$ cat config.mk
export PLATFORM = sky130hd
export DESIGN_NAME = utf32_to_utf8_converter
export DESIGN_NICKNAME = d
export VERILOG_FILES = /design/src/rtl/u32u8_pkg.sv /design/src/rtl/u32u8_front.sv /design/src/rtl/u32u8_queue.sv /design/src/rtl/u32u8_back.sv /design/src/rtl/utf32_to_utf8_converter.sv
export VERILOG_INCLUDE_DIRS = /design/src /design/src/rtl
export SDC_FILE = /design/constraint.sdc
export NUM_CORES = 1
export LEC_CHECK = 0
export BUFFER_PORTS_ARGS = -buffer_cell sky130_fd_sc_hd__buf_2
export CAP_MARGIN = 10
export CORE_ASPECT_RATIO = 0.6
export CORE_MARGIN = 8
export CORE_UTILIZATION = 45
export CTS_CLUSTER_SIZE = 10
export DETAILED_ROUTE_END_ITERATION = 8
export GPL_TIMING_DRIVEN = 0
export HOLD_SLACK_MARGIN = 0.05
export MAX_ROUTING_LAYER = met4
export PLACE_DENSITY = 0.67
export SLEW_MARGIN = 20
export SYNTH_ARGS = -nofsm -noshare
export SYNTH_HDL_FRONTEND = slang
export SYNTH_HIERARCHICAL = 1
export SYNTH_SLANG_ARGS = --single-unit
$ cat constraint.sdc
create_clock -name clk -period 3.95 [get_ports clk]
set_clock_uncertainty 0.2 [all_clocks]
set_input_delay 0.395 -clock clk [delete_from_list [all_inputs] [get_ports clk]]
set_output_delay 0.395 -clock clk [all_outputs]
set_load 0.005 [all_outputs]
$ cat src/rtl/utf32_to_utf8_converter_defines.svh
// Assertion macros for the UTF-32 to UTF-8 converter.
// Used by the top level; expects clk and rst_n in scope.
`ifndef UTF32_TO_UTF8_CONVERTER_DEFINES_SVH
`define UTF32_TO_UTF8_CONVERTER_DEFINES_SVH

// same-cycle implication
`define U32U8_ASSERT_IMP(lbl, ante, cons, msg) \
  lbl: assert property (@(posedge clk) disable iff (!rst_n) (ante) |-> (cons)) \
    else $error(msg);

// next-cycle implication
`define U32U8_ASSERT_NXT(lbl, ante, cons, msg) \
  lbl: assert property (@(posedge clk) disable iff (!rst_n) (ante) |=> (cons)) \
    else $error(msg);

`endif

$ cat src/rtl/u32u8_pkg.sv
// Shared types and constants for the UTF-32 to UTF-8 converter.
// No dependencies.
package u32u8_pkg;

  localparam int QUEUE_DEPTH = 4;
  localparam int QPTR_W      = $clog2(QUEUE_DEPTH);
  localparam int QCNT_W      = $clog2(QUEUE_DEPTH + 1);

  localparam logic [31:0] BOM_LE     = 32'hFFFE_0000;
  localparam logic [31:0] BOM_BE     = 32'h0000_FEFF;
  localparam logic [31:0] CP_MAX     = 32'h0010_FFFF;
  localparam logic [31:0] CP_4B_MIN  = 32'h0001_0000;
  localparam logic [31:0] CP_3B_MAX  = 32'h0000_FFFF;
  localparam logic [31:0] CP_3B_MIN  = 32'h0000_0800;
  localparam logic [31:0] CP_2B_MAX  = 32'h0000_07FF;
  localparam logic [31:0] CP_2B_MIN  = 32'h0000_0080;

  localparam logic [7:0] LEAD4 = 8'hF0;
  localparam logic [7:0] LEAD3 = 8'hE0;
  localparam logic [7:0] LEAD2 = 8'hC0;
  localparam logic [7:0] CONT  = 8'h80;

  typedef enum logic [1:0] {
    PH_BOM,
    PH_CONV,
    PH_IGNORE
  } phase_t;

  typedef struct packed {
    logic [7:0] in_byte;
    logic       stream_start;
  } in_word_t;

  typedef struct packed {
    logic [7:0] out_byte;
    logic       out_last;
    logic       bom_error;
  } out_word_t;

  typedef struct packed {
    logic            err;
    logic [1:0]      last_idx;
    logic [3:0][7:0] bytes;
  } job_t;

endpackage

$ cat src/rtl/u32u8_front.sv
// Front end: byte-order mark check, unit assembly and UTF-8 classification.
// Depends on u32u8_pkg.
module u32u8_front (
  input  logic                clk,
  input  logic                rst_n,
  input  logic                in_valid,
  output logic                in_ready,
  input  u32u8_pkg::in_word_t in_data,
  input  logic                q_full,
  output logic                q_push,
  output u32u8_pkg::job_t     q_data
);

  u32u8_pkg::phase_t phase_r, phase_nxt;
  logic [1:0]        cnt_r, cnt_nxt;
  logic [31:0]       asm_r, asm_nxt;
  logic              le_r, le_nxt;

  function automatic u32u8_pkg::job_t encode(input logic [31:0] c);
    u32u8_pkg::job_t j;
    j     = '0;
    if (c >= u32u8_pkg::CP_4B_MIN && c <= u32u8_pkg::CP_MAX) begin
      j.bytes[0] = u32u8_pkg::LEAD4 | c[25:18];
      j.bytes[1] = u32u8_pkg::CONT | {2'b00, c[17:12]};
      j.bytes[2] = u32u8_pkg::CONT | {2'b00, c[11:6]};
      j.bytes[3] = u32u8_pkg::CONT | {2'b00, c[5:0]};
      j.last_idx = 2'd3;
    end else if (c >= u32u8_pkg::CP_3B_MIN && c <= u32u8_pkg::CP_3B_MAX) begin
      j.bytes[0] = u32u8_pkg::LEAD3 | {4'b0000, c[15:12]};
      j.bytes[1] = u32u8_pkg::CONT | {2'b00, c[11:6]};
      j.bytes[2] = u32u8_pkg::CONT | {2'b00, c[5:0]};
      j.last_idx = 2'd2;
    end else if (c >= u32u8_pkg::CP_2B_MIN && c <= u32u8_pkg::CP_2B_MAX) begin
      j.bytes[0] = u32u8_pkg::LEAD2 | {3'b000, c[10:6]};
      j.bytes[1] = u32u8_pkg::CONT | {2'b00, c[5:0]};
      j.last_idx = 2'd1;
    end else begin
      j.bytes[0] = c[7:0];
      j.last_idx = 2'd0;
    end
    return j;
  endfunction

  always_ff @(posedge clk) begin
    if (!rst_n) begin
      phase_r <= u32u8_pkg::PH_BOM;
      cnt_r   <= 2'd0;
      asm_r   <= 32'd0;
      le_r    <= 1'b0;
    end else begin
      phase_r <= phase_nxt;
      cnt_r   <= cnt_nxt;
      asm_r   <= asm_nxt;
      le_r    <= le_nxt;
    end
  end

  always_comb begin
    u32u8_pkg::phase_t ph;
    logic [1:0]        cnt;
    logic [31:0]       asm_v;
    logic [31:0]       shifted;
    logic              full;
    logic              accept;

    in_ready  = !q_full;
    accept    = in_valid && in_ready;
    phase_nxt = phase_r;
    cnt_nxt   = cnt_r;
    asm_nxt   = asm_r;
    le_nxt    = le_r;
    q_push    = 1'b0;
    q_data    = '0;

    ph    = in_data.stream_start ? u32u8_pkg::PH_BOM : phase_r;
    cnt   = in_data.stream_start ? 2'd0 : cnt_r;
    asm_v = in_data.stream_start ? 32'd0 : asm_r;
    full  = (cnt == 2'd3);

    if (accept) begin
      phase_nxt = ph;
      cnt_nxt   = cnt;
      asm_nxt   = asm_v;
      case (ph)
        u32u8_pkg::PH_BOM: begin
          shifted = {asm_v[23:0], in_data.in_byte};
          cnt_nxt = cnt + 2'd1;
          asm_nxt = shifted;
          if (full) begin
            asm_nxt = 32'd0;
            if (shifted == u32u8_pkg::BOM_LE) begin
              le_nxt    = 1'b1;
              phase_nxt = u32u8_pkg::PH_CONV;
            end else if (shifted == u32u8_pkg::BOM_BE) begin
              le_nxt    = 1'b0;
              phase_nxt = u32u8_pkg::PH_CONV;
            end else begin
              phase_nxt       = u32u8_pkg::PH_IGNORE;
              q_push          = 1'b1;
              q_data.err      = 1'b1;
              q_data.last_idx = 2'd0;
            end
          end
        end
        u32u8_pkg::PH_CONV: begin
          shifted = le_r ? {in_data.in_byte, asm_v[31:8]} : {asm_v[23:0], in_data.in_byte};
          cnt_nxt = cnt + 2'd1;
          asm_nxt = shifted;
          if (full) begin
            asm_nxt = 32'd0;
            q_push  = 1'b1;
            q_data  = encode(shifted);
          end
        end
        default: begin
          shifted = asm_v;
        end
      endcase
    end else begin
      shifted = asm_r;
    end
  end

endmodule

$ cat src/rtl/u32u8_queue.sv
// Small register queue of encoded jobs between front and back end.
// Depends on u32u8_pkg.
module u32u8_queue (
  input  logic                          clk,
  input  logic                          rst_n,
  input  logic                          push,
  input  u32u8_pkg::job_t               push_data,
  output logic                          full,
  input  logic                          pop,
  output logic                          valid,
  output u32u8_pkg::job_t               data,
  output logic [u32u8_pkg::QCNT_W-1:0]  count
);

  localparam logic [u32u8_pkg::QPTR_W-1:0] PTR_LAST =
    u32u8_pkg::QPTR_W'(u32u8_pkg::QUEUE_DEPTH - 1);
  localparam logic [u32u8_pkg::QCNT_W-1:0] CNT_FULL =
    u32u8_pkg::QCNT_W'(u32u8_pkg::QUEUE_DEPTH);

  u32u8_pkg::job_t                mem_r [u32u8_pkg::QUEUE_DEPTH];
  logic [u32u8_pkg::QPTR_W-1:0]   wr_ptr_r, wr_ptr_nxt;
  logic [u32u8_pkg::QPTR_W-1:0]   rd_ptr_r, rd_ptr_nxt;
  logic [u32u8_pkg::QCNT_W-1:0]   count_r, count_nxt;
  logic                           do_push, do_pop;

  assign full    = (count_r == CNT_FULL);
  assign valid   = (count_r != '0);
  assign data    = mem_r[rd_ptr_r];
  assign count   = count_r;
  assign do_push = push && !full;
  assign do_pop  = pop && valid;

  always_comb begin
    wr_ptr_nxt = wr_ptr_r;
    rd_ptr_nxt = rd_ptr_r;
    count_nxt  = count_r;
    if (do_push) begin
      wr_ptr_nxt = (wr_ptr_r == PTR_LAST) ? '0 : wr_ptr_r + 1'b1;
    end
    if (do_pop) begin
      rd_ptr_nxt = (rd_ptr_r == PTR_LAST) ? '0 : rd_ptr_r + 1'b1;
    end
    if (do_push && !do_pop) begin
      count_nxt = count_r + 1'b1;
    end else if (do_pop && !do_push) begin
      count_nxt = count_r - 1'b1;
    end
  end

  always_ff @(posedge clk) begin
    if (!rst_n) begin
      wr_ptr_r <= '0;
      rd_ptr_r <= '0;
      count_r  <= '0;
    end else begin
      wr_ptr_r <= wr_ptr_nxt;
      rd_ptr_r <= rd_ptr_nxt;
      count_r  <= count_nxt;
    end
  end

  always_ff @(posedge clk) begin
    if (do_push) begin
      mem_r[wr_ptr_r] <= push_data;
    end
  end

endmodule

$ cat src/rtl/u32u8_back.sv
// Back end: serializes one job into UTF-8 words through an output register.
// Depends on u32u8_pkg.
module u32u8_back (
  input  logic                 clk,
  input  logic                 rst_n,
  input  logic                 q_valid,
  input  u32u8_pkg::job_t      q_data,
  output logic                 q_pop,
  output logic                 out_valid,
  input  logic                 out_ready,
  output u32u8_pkg::out_word_t out_data
);

  logic                 busy_r, busy_nxt;
  u32u8_pkg::job_t      job_r;
  logic [1:0]           idx_r, idx_nxt;
  logic                 out_valid_r, out_valid_nxt;
  u32u8_pkg::out_word_t out_r, out_nxt;
  logic                 emit, last_emit;

  assign out_valid = out_valid_r;
  assign out_data  = out_r;

  always_comb begin
    emit          = busy_r && (!out_valid_r || out_ready);
    last_emit     = emit && (idx_r == job_r.last_idx);
    q_pop         = q_valid && (!busy_r || last_emit);
    busy_nxt      = q_pop ? 1'b1 : (last_emit ? 1'b0 : busy_r);
    idx_nxt       = q_pop ? 2'd0 : (emit ? idx_r + 2'd1 : idx_r);
    out_valid_nxt = emit ? 1'b1 : (out_ready ? 1'b0 : out_valid_r);
    out_nxt       = out_r;
    if (emit) begin
      out_nxt.out_byte  = job_r.bytes[idx_r];
      out_nxt.out_last  = (idx_r == job_r.last_idx);
      out_nxt.bom_error = job_r.err;
    end
  end

  always_ff @(posedge clk) begin
    if (!rst_n) begin
      busy_r      <= 1'b0;
      idx_r       <= 2'd0;
      out_valid_r <= 1'b0;
    end else begin
      busy_r      <= busy_nxt;
      idx_r       <= idx_nxt;
      out_valid_r <= out_valid_nxt;
    end
  end

  always_ff @(posedge clk) begin
    out_r <= out_nxt;
    if (q_pop) begin
      job_r <= q_data;
    end
  end

endmodule

$ cat src/rtl/utf32_to_utf8_converter.sv
// A completed unit is registered in the job queue, then the job and output registers.
// Throughput: one word in per cycle if the queue has room, one out per cycle if out_ready; 1 to 4 out per unit.
// The front end stalls only when the 4-entry job queue is full.
// Reset (rst_n low, synchronous) returns to awaiting the byte-order mark and
// empties the queue and output register.
module utf32_to_utf8_converter (
  input  logic                 clk,
  input  logic                 rst_n,
  input  logic                 in_valid,
  output logic                 in_ready,
  input  u32u8_pkg::in_word_t  in_data,
  output logic                 out_valid,
  input  logic                 out_ready,
  output u32u8_pkg::out_word_t out_data
);

  `include "utf32_to_utf8_converter_defines.svh"

  logic                          q_full, q_push, q_pop, q_valid;
  u32u8_pkg::job_t               q_wdata, q_rdata;
  logic [u32u8_pkg::QCNT_W-1:0]  q_count;

  u32u8_front u_front (
    .clk      (clk),
    .rst_n    (rst_n),
    .in_valid (in_valid),
    .in_ready (in_ready),
    .in_data  (in_data),
    .q_full   (q_full),
    .q_push   (q_push),
    .q_data   (q_wdata)
  );

  u32u8_queue u_queue (
    .clk       (clk),
    .rst_n     (rst_n),
    .push      (q_push),
    .push_data (q_wdata),
    .full      (q_full),
    .pop       (q_pop),
    .valid     (q_valid),
    .data      (q_rdata),
    .count     (q_count)
  );

  u32u8_back u_back (
    .clk       (clk),
    .rst_n     (rst_n),
    .q_valid   (q_valid),
    .q_data    (q_rdata),
    .q_pop     (q_pop),
    .out_valid (out_valid),
    .out_ready (out_ready),
    .out_data  (out_data)
  );

  `U32U8_ASSERT_IMP(a_start_no_job, in_valid && in_ready && in_data.stream_start, !q_push, "stream start produced a job")
  `U32U8_ASSERT_IMP(a_err_word, out_valid && out_data.bom_error, out_data.out_last && out_data.out_byte == 8'd0, "malformed error word")
  `U32U8_ASSERT_NXT(a_no_overflow, q_push && q_full, 1'b0, "push into full queue")
  `U32U8_ASSERT_IMP(a_count_valid, q_count != '0, q_valid, "queue count without valid job")

endmodule
---- Yosys cells after proc, flatten, opt, wreduce, memory -nomap -nowiden ----
Memory sizes are Yosys's and may differ from the RTL's. A register that Yosys moved wholly into a read port is not among the register bits.
Index checks and enable logic that the tools add are counted.
word-level totals
  register bits after elaboration ......... 58
  bits in writable memories ............... 140
  memories kept ........................... 1
cells by class
  add/subtract/negate cells ............... 6
  magnitude comparators ................... 7
  eq/ne operators ......................... 8
  mux-type cells .......................... 48
  bitwise gates (word level) .............. 1
  reductions and logical operators ........ 27
memories
  name           words  bits a word  read ports  clocked after memory_dff  write ports  line               text
  u_queue.mem_r  4      35           1           1                         1            u32u8_queue.sv:20  u32u8_pkg::job_t mem_r [u32u8_pkg::QUEUE_DEPTH];
operators by type and width
  cell                  number
  $mux 32               5
  $pmux 32 s2           1
  $mux 8                5
  $mux 35               1
  $mux 34               1
  $eq 32x16->1 const B  1
  $eq 32x32->1 const B  1
  $ge 32x12->1 const B  1
  $ge 32x17->1 const B  1
  $ge 32x8->1 const B   1
  $le 32x11->1 const B  1
  $le 32x16->1 const B  1
  $le 32x21->1 const B  1
  $mux 24               1
  $mux 2                11
  $bmux 8 s2            1
  $mux 16               1
  $mux 3                5
  $mux 1                14
  $logic_and 1x1->1     11
  $add 2x1->2 const B   4
  $reduce_bool 2->1     4
  $eq 2x2->1 const B    3
  $pmux 3 s2            1
  14 further kinds      20

---- Depth between registers and ports, before layout ----
Gate-level depths: netlist of the first run.
  depth after elaboration ................. 12
  depth in mapped cells ................... 16

---- Hierarchy ----
Netlist of the first run, hierarchy kept.
by module, submodules not included
  module       instances  cells each  area each (um^2)  seq. area each (um^2)
  u32u8_queue  1          234         5,584.1           4,384.2
  u32u8_front  1          437         3,114.2           740.7
  u32u8_back   1          81          1,769.2           1,431.4

---- Worst setup path after synthesis of the first run ----
Ideal clock, no wire load.
  kind .................................... input-to-reg
  from .................................... in in_data[0] (netlist name)
  to ...................................... reg u_queue.count_r, in the netlist u_queue/count[2]
  data arrival time ....................... 3.384 ns
  data required time ...................... 3.674 ns
  path slack .............................. 0.291 ns
  stages on the path ...................... 16
  buffers on the path ..................... 5
  cell sequence ........................... clkbuf_1 clkbuf_1 clkbuf_1 nor2_1 ha_1 nand4_1 clkbuf_1 nand2_1 nor2b_1 buf_2 ha_1 inv_1 fa_1 xor2_1 or3_1 a21boi_0
between the ends
  longest elaborated chain between the ends .. 11
  elaborated cells between the ends (all ways) .. 20
RTL lines
  what                         line                           text
  start, declared              utf32_to_utf8_converter.sv:11  input u32u8_pkg::in_word_t in_data,
  $mux 32                      u32u8_front.sv:77              asm_v = in_data.stream_start ? 32'd0 : asm_r;
  $eq 32x16->1                 u32u8_front.sv:94              end else if (shifted == u32u8_pkg::BOM_BE) begin
  $mux 1                       u32u8_front.sv:94
  $mux 1                       u32u8_front.sv:91              if (shifted == u32u8_pkg::BOM_LE) begin
  $mux 1                       u32u8_front.sv:89              if (full) begin
  $pmux 1 s2 (*)               u32u8_front.sv:84              case (ph)
  $mux 1 (*)                   u32u8_front.sv:80              if (accept) begin
  net q_push                   utf32_to_utf8_converter.sv:19  logic q_full, q_push, q_pop, q_valid;
  $logic_and 1x1->1 (*)        u32u8_queue.sv:30              assign do_push = push && !full;
  net u_queue.do_push          u32u8_queue.sv:24              logic do_push, do_pop;
  $logic_not 1->1              u32u8_queue.sv:45              end else if (do_pop && !do_push) begin
  $logic_and 1x1->1            u32u8_queue.sv:45
  $reduce_bool 2->1 (no line)  --
  end signal, assigned         u32u8_queue.sv:58              count_r <= count_nxt;
  end, declared                u32u8_queue.sv:23              logic [u32u8_pkg::QCNT_W-1:0] count_r, count_nxt;
Mark *: on every way through the listed nets, which the timed path passes. The rest lies on a longest branch.
A chain may end at the register's enable or synchronous reset.

---- Final worst setup path of the first run ----
Ends and elaborated chain as after synthesis.

==> run metrics, run 1 <==
status complete, no violations; DR WL/cell 23.11 um; worst stage delay on the critical path 0.38 ns; pre-CTS setup slack -1.150 ns; P_leak 3.850 nW; Final Util 51.91%; remaining global-route overflow 0; Core Region 22970 um2; Peak VDD IR 0.2891 mV; Worst slew margin 36.98%; Root Buffer clkbuf_16; CP Capture Type flop; clock slew at reported path FFs 0.06 ns; CTS Buf Count 27; initial antenna violation count 0; Commonest cells post-synth edfxtp_1, nand2_1, dfxtp_1; WP data required 4.19 ns; Setup Viol. Count Final 0; final WL 26.58 mm; CP startpoint kind input port; Vias per Instance 5.897; final hold vios 0; critical setup path kind input port to flop; Mapped Cells 752; top cells by area, synth edfxtp_1, dfxtp_1, mux4_2; most common cell in the netlist edfxtp_1; maximum fanout along the worst path 16; H-tree depth 1; Slew @ Worst Pin 0.9367 ns; area of the multi-input gates 3578 um2; I/O pin total 25; worst hold start in_valid; pwr dens 429.8 nW/um2; DP Wirelength 18.89 mm; Antenna diodes 0; launch point of the worst path in_data[0]; nets@finish 836; crit share post-route 92.23%; Max-Cap Viols 0; DRC marker count from the first detailed-route iteration 839; post-synthesis sequential element count 235; worst path arrival time 3.88 ns; Yosys warnings 6; Starting Density 45.56%; share of synthesized registers carrying an async set or reset 0%; slowest CP cell or2_2; sequential area share after synthesis 62.63%; Mapped Area 10470 um2; Site Rows 43; Routed Antenna Nets 0; CTS sink cnt 235; die area 28560 um2; fillers 1983; DRC viols 0; pin count of the biggest net entering global routing 29; Main synth FF type edfxtp_1; Post-synth EDFFs 185; Max Transition Viols Final 0; Netlist cell types 69; worst path cell trace buf_2, clkbuf_1, clkbuf_2, nor2b_1, ha_1, o211ai_1, or2_2, nand2_1, nor2b_1, buf_2, ha_1, inv_1, fa_1, xor2_1, or3_1, a21boi_0; RSZ-0062 raised after global routing false; GRT Util Overall 19.34%; worst r2r src u_front/asm_r[8]$_SDFFE_PN0P_; reg-to-reg slack, setup 0.40 ns; Mean Syn Cell Area 13.92 um2; Clock Path Buffers 3; CTS tree built; Syn-to-layout area delta 13.94%; PortBufs 24; first-pass GRT wire length 40.53 mm; register area 6556 um2; Chip Height 134.1 um; Worst-Skew Late Latency 0.52 ns; post-layout min period 3.643 ns; Peak Freq 0.2745 GHz; Hold Crit Class input port to flop; share of layout cells above drive strength 1 17.60%; via count 6782; dominant cell type by area after synthesis edfxtp_1; vias in the first global route 6453; gp weighted congestion 0.9521; drt pass-1 iters 6; die width 212.9 um; setup ws final 0.3068 ns; area share of the largest cell type after synthesis 53.07%
-- where the power goes --
part | leakage [nW] | switching, mW | internal, mW
Combinational | 1.30 | 0.160 | 0.0806
Sequential | 2.18 | 0.0172 | 2.65
Clock | 0.370 | 0.904 | 1.31
Total | 3.85 | 1.08 | 4.05
-- layer usage --
| layer | global-route usage [%] | part of all wire, % |
|---|---|---|
| met2 | 24.15 | 39 |
| met1 | 30.99 | 50 |
| met4 | 3.514 | 1.4 |
| met3 | 4.567 | 10 |
| met5 | - | 0 |
-- kinds of logic after synthesis --
kind of cell | synth area share, %
compound gates | 9.192
xor+xnor | 0.5021
fa+ha+maj | 1.028
buf+inv | 3.454
flops | 62.63
mux | 11.99
other cells | 0.03583
simple gates | 11.16
-- worst max-delay path: cells and delay by family --
| family | cells | cell delay [ns] |
|---|---|---|
| xor gates and xnor gates | 1 | 0.18 |
| AOI/OAI and AO/OA | 2 | 0.33 |
| buffers and inverters | 5 | 1.15 |
| adders and majority gates | 3 | 0.81 |
| and+or+nand+nor | 5 | 1.02 |
-- what timing repair did --
item | 4_1_cts | 5_1_grt
hold buffers | 3 | 0
gates resized for setup | 2 | 1
endpoints found under the hold margin | 6 | 0
setup buffers | 0 | 1
endpoints found under the setup margin | 143 | 2
-- area by class of cell --
type                            instances  area share, %
Multi-Input combinational cell        451          30.00
Clock buffer                           49          6.536
Tap cell                              315          3.305
Sequential cell                       235          54.97
Inverter                               21         0.6609
Buffer                                 46          2.360
Timing Repair Buffer                   33          2.161
-- through the flow --
step	cells	total power, mW	hold slack, ns	setup TNS [ns]	area (um2)
after global placement	1093	2.947	0.2017	-224.39	10990
final	1150	5.126	0.1559	0	11930
after global routing	1150	5.296	0.1935	0	11930
after CTS	1149	5.167	0.1334	0	11910
after detailed placement	1098	2.946	0.2117	-125.03	11100
after floorplan	754	2.862	0.2003	0	10480
-- worst paths after layout --
path | to | cells past startpoint
min reg2reg | u_back/out_data[0]$_DFFE_PP_ | 0
max reg2reg | u_queue/count[2]$_SDFFE_PN0P_ | 14
max | u_queue/count[2]$_SDFFE_PN0P_ | 16
min | u_front/cnt_r[0]$_SDFFE_PN0P_ | 4
-- placed cells by master, fill, tap and decap left out, types with 6 or more instances in the layout --
cell type,count
buf_12,8
edfxtp_1,185
nor3_1,11
nor2b_1,31
a21oi_1,35
ha_1,7
buf_2,33
nand4_1,6
o21ai_0,25
clkbuf_16,28
o22ai_1,16
mux4_2,38
nand2_1,71
nor4_1,11
nor2_1,42
inv_1,19
a22oi_1,25
and2_1,17
mux2i_1,22
clkbuf_1,42
dfxtp_1,50
-- registers in the layout, indices dropped and copies added, names as in the netlist, named ones only --
register / flops
u_queue/rd_ptr_r: 2
u_front/cnt_r: 2
u_queue/wr_ptr_r: 2
u_back/out_valid: 1
u_queue/mem_r: 140
u_back/busy_r: 1
u_back/job_r: 35
u_back/idx_r: 2
u_queue/count: 3
u_front/asm_r: 32
u_front/le_r: 1
u_front/phase_r: 2
u_back/out_data: 10
No activity file was read; power rests on OpenSTA's default activity.
==> inputs of run 2 (changes only) <==
--- a/config.mk
+++ b/config.mk
@@ -17,5 +17,5 @@
 export HOLD_SLACK_MARGIN = 0.05
 export MAX_ROUTING_LAYER = met4
-export PLACE_DENSITY = 0.67
+export PLACE_DENSITY = 0.62
 export SLEW_MARGIN = 20
 export SYNTH_ARGS = -nofsm -noshare
==> constraint.sdc (replaced) <==
create_clock -name clk -period 3.95 [get_ports clk]
set_clock_uncertainty 0.2 [all_clocks]
set_input_delay 0.395 -clock clk [delete_from_list [all_inputs] [get_ports clk]]
set_output_delay 0.395 -clock clk [all_outputs]
set_load 0.1 [all_outputs]
==> run metrics, run 2 (synthesis gave the netlist of run 1 again) <==
most frequent cells in the layout edfxtp_1, nand2_1, dfxtp_1; DRC viols 0; I/O pin total 25; Starting Density 45.56%; CP Capture Type flop; Max-Cap Viols 0; max FFs per register 140; commonest non-fill, non-tap cell in the layout edfxtp_1; vias in the first global route 6866; maximum fanout along the worst path 7; WP data required 4.20 ns; Max Transition Viols Final 0; TNS Setup 0 ns; critical setup path kind flop to flop; PortBufs 24; Syn-to-layout area delta 14.21%; share of layout cells above drive strength 1 18.06%; DP Wirelength 21.10 mm; Peak Freq 0.2627 GHz; drt pass-1 iters 7; CP startpoint kind flop; hold_ws 0.1512 ns; CTS tree built; H-tree depth 1; Hold Crit Class input port to flop; Worst slew margin 30.60%; clock slew at reported path FFs 0.06 ns; area of the multi-input gates 3593 um2; die area 28560 um2; post-layout min period 3.807 ns; reg-to-reg slack, setup 0.14 ns; pin count of the biggest net entering global routing 29; P_leak 3.865 nW; Core Region 22970 um2; die width 212.9 um; most flop-heavy register u_queue/mem_r; CTS Buf Count 27; initial antenna violation count 1; Root Buffer clkbuf_16; GRT Util Overall 21.46%; Worst-Skew Late Latency 0.53 ns; Routed Antenna Nets 0; Setup Viol. Count Final 0; final WL 29.70 mm; Chip Height 134.1 um; worst path arrival time 4.05 ns; Clock Path Buffers 3; Peak VDD IR 0.3474 mV; remaining global-route overflow 0; RSZ-0062 raised after global routing false; final hold vios 0; via count 6942; register area 6556 um2; fillers 1954; gp weighted congestion 0.9735; DR WL/cell 25.78 um; pwr dens 434.3 nW/um2; Slew @ Worst Pin 1.032 ns; first-pass GRT wire length 44.00 mm; Site Rows 43; DRC marker count from the first detailed-route iteration 1092; status complete, no violations; Top Registers u_queue/mem_r x140, u_back/job_r x35, u_front/asm_r x32; Vias per Instance 6.026; crit share post-route 96.37%; CTS sink cnt 235; nets@finish 836
run 2: changes by cell type in the layout (fill, tap and decap cells not counted):
| cell | change |
|---|---|
| clkbuf_1 | -2 |
| clkbuf_8 | +2 |
| a221oi_1 | -1 |
| a221oi_2 | +1 |
| buf_4 | +1 |
| clkbuf_16 | -1 |
| diode_2 | +1 |
| inv_6 | +1 |
| nor4_2 | -1 |
| nor4_4 | +1 |
run 2: final cells by class:
class / instances / share of cell area [%]
Clock inverter: 1 / 0.07326
Sequential cell: 235 / 54.84
Tap cell: 315 / 3.297
Multi-Input combinational cell: 451 / 30.06
Timing Repair Buffer: 34 / 2.219
Buffer: 45 / 2.323
Inverter: 21 / 0.6593
Clock buffer: 49 / 6.510
Antenna cell: 1 / 0.02093
run 2: what timing repair did:
action,4_1_cts,5_1_grt
setup endpoints to repair,143,5
buffers inserted,2,0
resized for setup,2,3
hold buffers,3,0
hold endpoints to repair,6,0
pin swaps,0,0
run 2: where the power goes:
| group | switching [mW] | total (mW) | internal [mW] |
|---|---|---|---|
| Combinational | 0.177 | 0.258 | 0.0812 |
| Clock | 0.948 | 2.26 | 1.32 |
| Sequential | 0.0202 | 2.67 | 2.65 |
| Total | 1.15 | 5.19 | 4.05 |
run 2: worst max-delay path, stage by stage (launching register included):
cell,delay [ns]
dfxtp_1,0.49
or4bb_1,0.56
nor4_2,0.49
nand4_1,0.20
nand2_1,0.13
or2_2,0.17
nand2_1,0.07
nor2b_1,0.14
buf_2,0.17
ha_1,0.24
inv_1,0.07
fa_1,0.18
xor2_1,0.08
or3_1,0.32
a21boi_0,0.21
run 2: path summary, 6_finish.rpt:
check / start / endpoint / cells after the start
min reg2reg: u_back/job_r[34]$_DFFE_PP_ / u_back/out_data[0]$_DFFE_PP_ / 0
min: in_valid / u_front/cnt_r[0]$_SDFFE_PN0P_ / 4
max: u_front/asm_r[9]$_SDFFE_PN0P_ / u_queue/count[2]$_SDFFE_PN0P_ / 14
max reg2reg: u_front/asm_r[9]$_SDFFE_PN0P_ / u_queue/count[2]$_SDFFE_PN0P_ / 14
run 2: metrics by stage:
stage / util (%) / setup slack [ns] / std cells / instance area (um2) / total power [mW]
after global placement: 47.84 / -1.565 / 1093 / 10990 / 2.962
after CTS: 51.94 / 0.1216 / 1152 / 11930 / 5.222
after detailed placement: 48.33 / -1.251 / 1098 / 11100 / 2.963
final: 52.04 / 0.1432 / 1152 / 11960 / 5.192
after floorplan: - / 0.05111 / 754 / 10480 / 2.865
after global routing: 52.04 / 0.03305 / 1152 / 11960 / 5.345
run 2: per-layer routing:
metal	vias up	global-route usage (%)	share of wire, %
li1	3019	-	-
met1	3491	32.65	48
met2	383	27.13	39
met3	49	6.850	11
met4	0	4.736	1.6
met5	-	-	0
